<file path="src/sv/sgbs_pkg.sv">
`timescale 1ns / 1ps

package sgbs_pkg;

	// Field widths of the request and result
	localparam int VAL_W      = 32;
	localparam int ANGLE_W    = 32;
	localparam int ROW_IN_W   = 7;
	localparam int COL_IN_W   = 7;
	localparam int CFG_DATA_W = 8;
	localparam int CFG_IDX_W  = 2;
	localparam int CFG_COLS_W = 8;
	localparam int CFG_ROWS_W = 7;

	// Angle format: one turn is 2^TURN_BITS units
	localparam int TURN_BITS = 20;
	localparam int WEIGHT_W  = 16;
	localparam logic [TURN_BITS-1:0] HALF_TURN = TURN_BITS'(1 << (TURN_BITS - 1));

	// Configuration register indexes and reset values
	localparam logic [CFG_IDX_W-1:0] REG_COLUMNS  = 2'd0;
	localparam logic [CFG_IDX_W-1:0] REG_LAST_ROW = 2'd1;
	localparam logic [CFG_COLS_W-1:0] COLS_RESET = 8'd64;
	localparam logic [CFG_ROWS_W-1:0] ROWS_RESET = 7'd32;
	localparam int COLS_MIN = 2;
	localparam int ROWS_MIN = 1;

	// Grid read selects (row, column corner)
	localparam logic [1:0] RD_LO_LO = 2'd0;
	localparam logic [1:0] RD_LO_HI = 2'd1;
	localparam logic [1:0] RD_HI_LO = 2'd2;
	localparam logic [1:0] RD_HI_HI = 2'd3;

	// Read data capture slots
	localparam logic [1:0] CAP_D0 = 2'd0;
	localparam logic [1:0] CAP_D1 = 2'd1;
	localparam logic [1:0] CAP_D2 = 2'd2;

	// Blend operand sets
	localparam logic [1:0] BLEND_LOWER = 2'd0;
	localparam logic [1:0] BLEND_UPPER = 2'd1;
	localparam logic [1:0] BLEND_FINAL = 2'd2;

	// Blend result destinations
	localparam logic [1:0] DST_LOWER  = 2'd0;
	localparam logic [1:0] DST_UPPER  = 2'd1;
	localparam logic [1:0] DST_RESULT = 2'd2;

	typedef struct packed {
		logic       load_in;
		logic       scale;
		logic       index;
		logic       rd;
		logic [1:0] rd_sel;
		logic       cap;
		logic [1:0] cap_sel;
		logic       blend_a;
		logic [1:0] a_sel;
		logic       blend_b;
		logic [1:0] b_dst;
		logic       load_out;
	} sgbs_cmd_t;

endpackage

</file>
<file path="src/sv/sgbs_ctrl.sv">
`timescale 1ns / 1ps

module sgbs_ctrl import sgbs_pkg::*; (
	input  logic      clk,
	input  logic      arst_n,
	input  logic      in_valid,
	input  logic      mode,
	output logic      in_ready,
	output logic      out_valid,
	input  logic      out_ready,
	output sgbs_cmd_t cmd
);

	localparam logic [3:0] S_IDLE  = 4'd0;
	localparam logic [3:0] S_SCALE = 4'd1;
	localparam logic [3:0] S_INDEX = 4'd2;
	localparam logic [3:0] S_RD0   = 4'd3;
	localparam logic [3:0] S_RD1   = 4'd4;
	localparam logic [3:0] S_RD2   = 4'd5;
	localparam logic [3:0] S_RD3   = 4'd6;
	localparam logic [3:0] S_BLD0  = 4'd7;
	localparam logic [3:0] S_BLD1  = 4'd8;
	localparam logic [3:0] S_BLD2  = 4'd9;
	localparam logic [3:0] S_BLD3  = 4'd10;
	localparam logic [3:0] S_DONE  = 4'd11;

	logic [3:0] state_q, state_d;
	logic       out_valid_q;
	logic       accept, out_free;

	assign in_ready = (state_q == S_IDLE);
	assign accept   = in_valid && in_ready;
	assign out_free = !out_valid_q || out_ready;

	always_comb begin
		state_d = state_q;
		cmd     = '0;
		unique case (state_q)
			S_IDLE: begin
				if (accept) begin
					cmd.load_in = 1'b1;
					state_d     = mode ? S_SCALE : S_DONE;
				end
			end
			S_SCALE: begin
				cmd.scale = 1'b1;
				state_d   = S_INDEX;
			end
			S_INDEX: begin
				cmd.index = 1'b1;
				state_d   = S_RD0;
			end
			S_RD0: begin
				cmd.rd     = 1'b1;
				cmd.rd_sel = RD_LO_LO;
				state_d    = S_RD1;
			end
			S_RD1: begin
				cmd.rd      = 1'b1;
				cmd.rd_sel  = RD_LO_HI;
				cmd.cap     = 1'b1;
				cmd.cap_sel = CAP_D0;
				state_d     = S_RD2;
			end
			S_RD2: begin
				cmd.rd      = 1'b1;
				cmd.rd_sel  = RD_HI_LO;
				cmd.cap     = 1'b1;
				cmd.cap_sel = CAP_D1;
				state_d     = S_RD3;
			end
			S_RD3: begin
				cmd.rd      = 1'b1;
				cmd.rd_sel  = RD_HI_HI;
				cmd.cap     = 1'b1;
				cmd.cap_sel = CAP_D2;
				cmd.blend_a = 1'b1;
				cmd.a_sel   = BLEND_LOWER;
				state_d     = S_BLD0;
			end
			S_BLD0: begin
				cmd.blend_a = 1'b1;
				cmd.a_sel   = BLEND_UPPER;
				cmd.blend_b = 1'b1;
				cmd.b_dst   = DST_LOWER;
				state_d     = S_BLD1;
			end
			S_BLD1: begin
				cmd.blend_b = 1'b1;
				cmd.b_dst   = DST_UPPER;
				state_d     = S_BLD2;
			end
			S_BLD2: begin
				cmd.blend_a = 1'b1;
				cmd.a_sel   = BLEND_FINAL;
				state_d     = S_BLD3;
			end
			S_BLD3: begin
				cmd.blend_b = 1'b1;
				cmd.b_dst   = DST_RESULT;
				state_d     = S_DONE;
			end
			S_DONE: begin
				// hold the result until the output slot is free
				if (out_free) begin
					cmd.load_out = 1'b1;
					state_d      = S_IDLE;
				end
			end
			default: state_d = S_IDLE;
		endcase
	end

	always_ff @(posedge clk or negedge arst_n) begin
		if (!arst_n) begin
			state_q     <= S_IDLE;
			out_valid_q <= 1'b0;
		end else begin
			state_q <= state_d;
			if (cmd.load_out) begin
				out_valid_q <= 1'b1;
			end else if (out_ready) begin
				out_valid_q <= 1'b0;
			end
		end
	end

	assign out_valid = out_valid_q;

`ifndef NO_ASSERTIONS
	a_sample_latency: assert property (@(posedge clk) disable iff (!arst_n)
		(in_valid && in_ready && mode) |-> ##11 (state_q == S_DONE))
		else $error("sample request did not reach completion on schedule");

	a_write_latency: assert property (@(posedge clk) disable iff (!arst_n)
		(in_valid && in_ready && !mode) |=> (state_q == S_DONE))
		else $error("write request did not complete in one cycle");

	a_valid_from_done: assert property (@(posedge clk) disable iff (!arst_n)
		$rose(out_valid_q) |-> ($past(state_q) == S_DONE))
		else $error("result raised outside completion state");

	a_no_overwrite: assert property (@(posedge clk) disable iff (!arst_n)
		(state_q == S_DONE && out_valid_q && !out_ready) |=> (state_q == S_DONE))
		else $error("pending result overwritten");
`endif

endmodule

</file>
<file path="config.mk">
export PLATFORM = sky130hd
export DESIGN_NAME = sgbs_ctrl
export DESIGN_NICKNAME = d
export VERILOG_FILES = /design/src/sv/sgbs_pkg.sv /design/src/sv/sgbs_ctrl.sv
export SDC_FILE = /design/constraint.sdc
export NUM_CORES = 1
export LEC_CHECK = 0
export BUFFER_PORTS_ARGS = -buffer_cell sky130_fd_sc_hd__buf_2
export CAP_MARGIN = 20
export CORE_AREA = 2 2 39 41
export CTS_CLUSTER_SIZE = 8
export DETAILED_ROUTE_END_ITERATION = 10
export DIE_AREA = 0 0 41 43
export GPL_TIMING_DRIVEN = 0
export SLEW_MARGIN = 10
export SYNTH_ARGS = -nofsm -noshare
export SYNTH_HDL_FRONTEND = slang
export SYNTH_SLANG_ARGS = --single-unit
</file>
<file path="constraint.sdc">
create_clock -name clk -period 1.22 [get_ports clk]
set_input_delay 0.244 -clock clk [delete_from_list [all_inputs] [get_ports clk]]
set_output_delay 0.244 -clock clk [all_outputs]
set_load 0.02 [all_outputs]
</file>
Word level (Yosys, flattened, before mapping)
Index checks and enable logic that the tools add are counted.
{ "op_classes": {"addsub": 0, "n_mul": 0, "div_mod_pow": 0, "order_cmp": 0, "eq_ne": 13, "shift": 0, "muxes": 16, "bitwise": 0, "reduce_logical": 6} }
{ "ops": {"columns": ["cell", "n"], "rows": [
  ["4-bit one-hot mux with 12 select lines", 1],
  ["3-bit one-hot mux with 3 select lines", 3],
  ["4-bit by 3-bit equality test with 1-bit output (second input constant)", 4],
  ["4-bit equality test (second input constant)", 4],
  ["4-bit 2-to-1 mux", 3],
  ["3-bit one-hot mux with 4 select lines", 1],
  ["4-bit by 2-bit equality test with 1-bit output (second input constant)", 2],
  ["1-bit 2-to-1 mux", 8],
  ["4-bit by 1-bit equality test with 1-bit output (second input constant)", 1],
  ["4-bit zero test", 1],
  ["2-bit by 1-bit inequality test with 1-bit output (second input constant)", 1],
  ["2-bit inequality test (second input constant)", 1],
  ["2-bit AND reduction", 1],
  ["2-bit nonzero test", 1],
  ["1-bit logical AND", 1],
  ["1-bit zero test", 1],
  ["1-bit logical OR", 1]
]} }
{ "totals": {"reg_bits": 5, "latchBits": 0, "ram_bits": 0, "mem_bits_ro": 0, "input_bits": 5, "mem_count": 0} }

Logic depth before layout (Yosys ltp)
{ "logic_depth": {"word_depth": 5, "ltp_mapped": 5, "mapped_depth_nobuf": 3} }

Worst setup path after synthesis
No wires, ideal clock.
{ "synth_timing": {"kind": "register -> output", "from": "register state_q[3]", "to": "output port cmd[15] in the netlist's numbering", "arrival_time_ps": 1584, "path_slack_ps": -608, "stages_incl_launch_ff": 4, "n_path_buf": 1, "cell_sequence": "dfrtp_1 -> buf_6 -> nor4_1 -> and2_1"} }
{ "synth_lines": {"columns": ["element", "line_no", "source"], "rows": [
  ["start, declared", "sgbs_ctrl.sv:27", "logic [3:0] state_q, state_d;"],
  ["start signal, assigned", "sgbs_ctrl.sv:119", "state_q <= state_d;"],
  ["end, declared", "sgbs_ctrl.sv:11", "output sgbs_cmd_t cmd"]
]} }

==> results.md <==
* Worst Setup Path Type: reg2out
* Count of cell types in the netlist at 24
* Die area at ~0.0018 mm2
* Total GRT Usage at 19.5%
* Leak pwr at about 0.44 nW
* Vias in the first global route at between 500 and 600
* DRT Pass-1 Iters at 4
* Max-slew headroom at the worst pin at 78.8%
* Worst path most repeated cell: buf_6
* Htree depth at 1
* R2R Setup Slk at -150 ps
* Worst path slowest cell: dfrtp_1
* # diodes at 0
* Failing checks: setup timing
* Inst Count DP at 91
* I/O pins at 23
* Power per cell area at just over 3000 mW/mm2
* Tmin final at roughly 1600 ps
* Crit path max fanout at 6
* Area delta synth->final at 156%
* Clock Path Buffers at 2
* Period utilization at 130%
* Clk sinks at 5
* DRC at 0
* First-pass GRT wire length at approximately 2300 um
* R2r worst-path depth at 6
* Post-Synthesis Cells at 53
* CP Launch Type: register
* Clk_skew at 3.16 ps
* Final hold violations at 0
* GP Congestion at 0.755
* Switching Share at 47.4%
* Port bufs at 22
* Die span in y at between 40 and 50 um
* Min-delay worst type: in2async
* Wire per inst at roughly 15 um
* Origin of the critical flop-to-flop path: state_q[2]$_DFFE_PN0P_
* Die X at between 40 and 50 um
* Initial Util at 29.7%
* Total number of yosys warnings at 0
* Psw at between 1.5 and 2 mW
* Internal Power at 1.69 mW
* Post-route cell area at between 0.001 and 0.0015 mm2
* Post-placement cell area at 663 um2
* Critical Path End Type: primary output
* Outcome: finished with violations
* Vias at 551
* Peak VDD IR at 0.00158 V
* TritonCTS clock tree: done
* Yosys reg bits at 5
* Seq pwr share at 10.1%
* Initial antenna violation count at 0
* Number of routed nets with antenna violations at 0
* Critical path, cell by cell: buf_6 > nor4_4 > and2_4 > buf_6
* RSZ-0062 raised after global routing: true
* Pin count of the biggest net entering global routing at 9
* Post-Syn Nets at 58
* Comb pwr share at 83.7%
* Pre-CTS setup slack at -236 ps
* Final worst setup slack at -364 ps
* Setup-failing EPs final at 19
* Fraction of layout cells with a size suffix above 1 at 76.6%
* CTS buffer count at 3
* Clock transition at the registers of the reported paths at 50 ps
* Skew-Pair Late Insertion Delay at approximately 250 ps
* # nets final at 100
* Worst slew pin tran at between 300 and 400 ps
* Buf/Inv on CP at 2
* CORE AREA at approximately 0.0014 mm2
* Clk pwr share at 6.2%
* Hold slack final at 334 ps
* Final Max Tran Viols at 0
* Sequential area share after synthesis at between 30% and 40%
* Syn avg cell area at 7.74 um2
* Drt via density at 5.01
* Final Non-Filler Cells at 110
* Slowest Stage Delay on Critical Path at 380 ps
* Family with the most delay on the worst path: simple AND/OR/NAND/NOR gates
* Cell Rows at 14
* Mapped Area at 410 um2
* Peak Freq at 631 MHz
* Worst path arrival time at 1340 ps
* HPWL after DPL at 850 um
* Grt ovf at 0
* Wirelength, routed at 1650 um
* Number of DRC markers in iteration 0 at 12
* Root Driver: clkbuf_4
* Worst reg2reg path endpoint: state_q[0]$_DFFE_PN0P_
* Critical Path RT at 980 ps
* Max Cap Viol at 0
==> per-layer routing <==
metal  global-route usage, %  vias up  wire, um
li1                        -      261         -
met1                    20.4      272       553
met2                    32.8       18      1020
met3                    6.81        0        70
met4                    8.67        0         0
met5                       0        -         0
==> cells in the final DEF (no fill, tap or decap), types with 2 or more instances in the layout <==
cell       n
o21ai_0    2
nor3_4     2
a21oi_4    2
buf_12     2
nand3b_1   2
buf_8      2
dfrtp_1    4
o21bai_1   2
buf_4     12
buf_2      5
clkbuf_4   3
nor2_1     2
nor3_2     3
nor2_4     7
buf_6     21
o22ai_4    2
nand2b_4   3
==> synthesized netlist by cell type <==
library cell / n / area [um2]
o22ai_1: 2 / 12.5
buf_4: 1 / 7.51
nand3b_1: 2 / 15.0
and2_1: 1 / 6.26
nand2_1: 2 / 7.51
nor3_2: 1 / 10.0
buf_6: 3 / 33.8
and3_1: 1 / 6.26
a222oi_1: 1 / 10.0
nor3_1: 4 / 20.0
nor2b_1: 1 / 6.26
buf_2: 2 / 10.0
nand3_1: 1 / 5.00
or2_1: 1 / 6.26
xor2_1: 1 / 8.76
o21bai_1: 2 / 15.0
o21ai_0: 3 / 15.0
inv_1: 1 / 3.75
dfrtp_1: 5 / 125
nor3b_1: 1 / 7.51
a21oi_1: 2 / 10.0
nor4_1: 1 / 6.26
nor2_1: 10 / 37.5
nand2b_1: 4 / 25.0
==> registers in the layout (all words and copies together) (netlist names) <==
signal / cells
state_q: 4
out_valid: 1
==> layout make-up <==
cell class	count	area [um2]
plain buffers	4	48.8
clock buffers	4	26.3
fillers	92	333
inverters	1	7.51
multi-input cells	41	439
flip-flops and latches	5	126
well taps	16	20.0
repair buffers	39	383
==> power by group through the flow <==
| stage | logic, mW | clock network (mW) | registers, mW |
|---|---|---|---|
| final | 2.69 | 0.200 | 0.325 |
| after global routing | 2.84 | 0.219 | 0.330 |
| after CTS | 2.33 | 0.207 | 0.322 |
| after detailed placement | 1.58 | 0 | 0.309 |
| after global placement | 1.57 | 0 | 0.308 |
| after floorplan | 1.24 | 0 | 0.313 |
==> repair_timing <==
item,CTS,global route
resized for setup,40,22
setup endpoints to repair,17,20
buffers inserted,14,3
pin swaps,4,7
hold buffers,1,0
hold endpoints to repair,5,0
==> kinds of logic (layout without fill, tap and decap cells) <==
group           after synthesis  after routing  share of synthesized area, %
compound gates               10             10                          15.2
xor+xnor                      1              1                          2.13
buf+inv                       7             48                          13.4
flops                         5              5                          30.5
simple gates                 30             30                          38.7
==> per-stage QoR <==
| step | total power, mW | utilization (%) | TNS, ps |
|---|---|---|---|
| 2_1_floorplan | 1.55 | - | -1100 |
| 3_3_place_gp | 1.88 | 47.9 | -2330 |
| 3_5_place_dp | 1.89 | 47.9 | -2440 |
| 4_1_cts | 2.86 | 69.5 | -5250 |
| 5_1_grt | 3.39 | 75.9 | -6140 |
| 6_report | 3.22 | 75.9 | -5210 |
==> how the worst max path moves through the flow <==
stage,from,slack (ps),depth (start not counted),end
2_1_floorplan,state_q[1]$_DFFE_PN0P_,-180,3,cmd[15]
3_3_place_gp,state_q[1]$_DFFE_PN0P_,-220,5,cmd[12]
3_5_place_dp,state_q[1]$_DFFE_PN0P_,-240,5,cmd[12]
4_1_cts,state_q[2]$_DFFE_PN0P_,-390,5,cmd[6]
5_1_grt,state_q[1]$_DFFE_PN0P_,-430,4,cmd[15]
6_report,state_q[1]$_DFFE_PN0P_,-360,4,cmd[15]
Power figures use the tool's default switching activity.
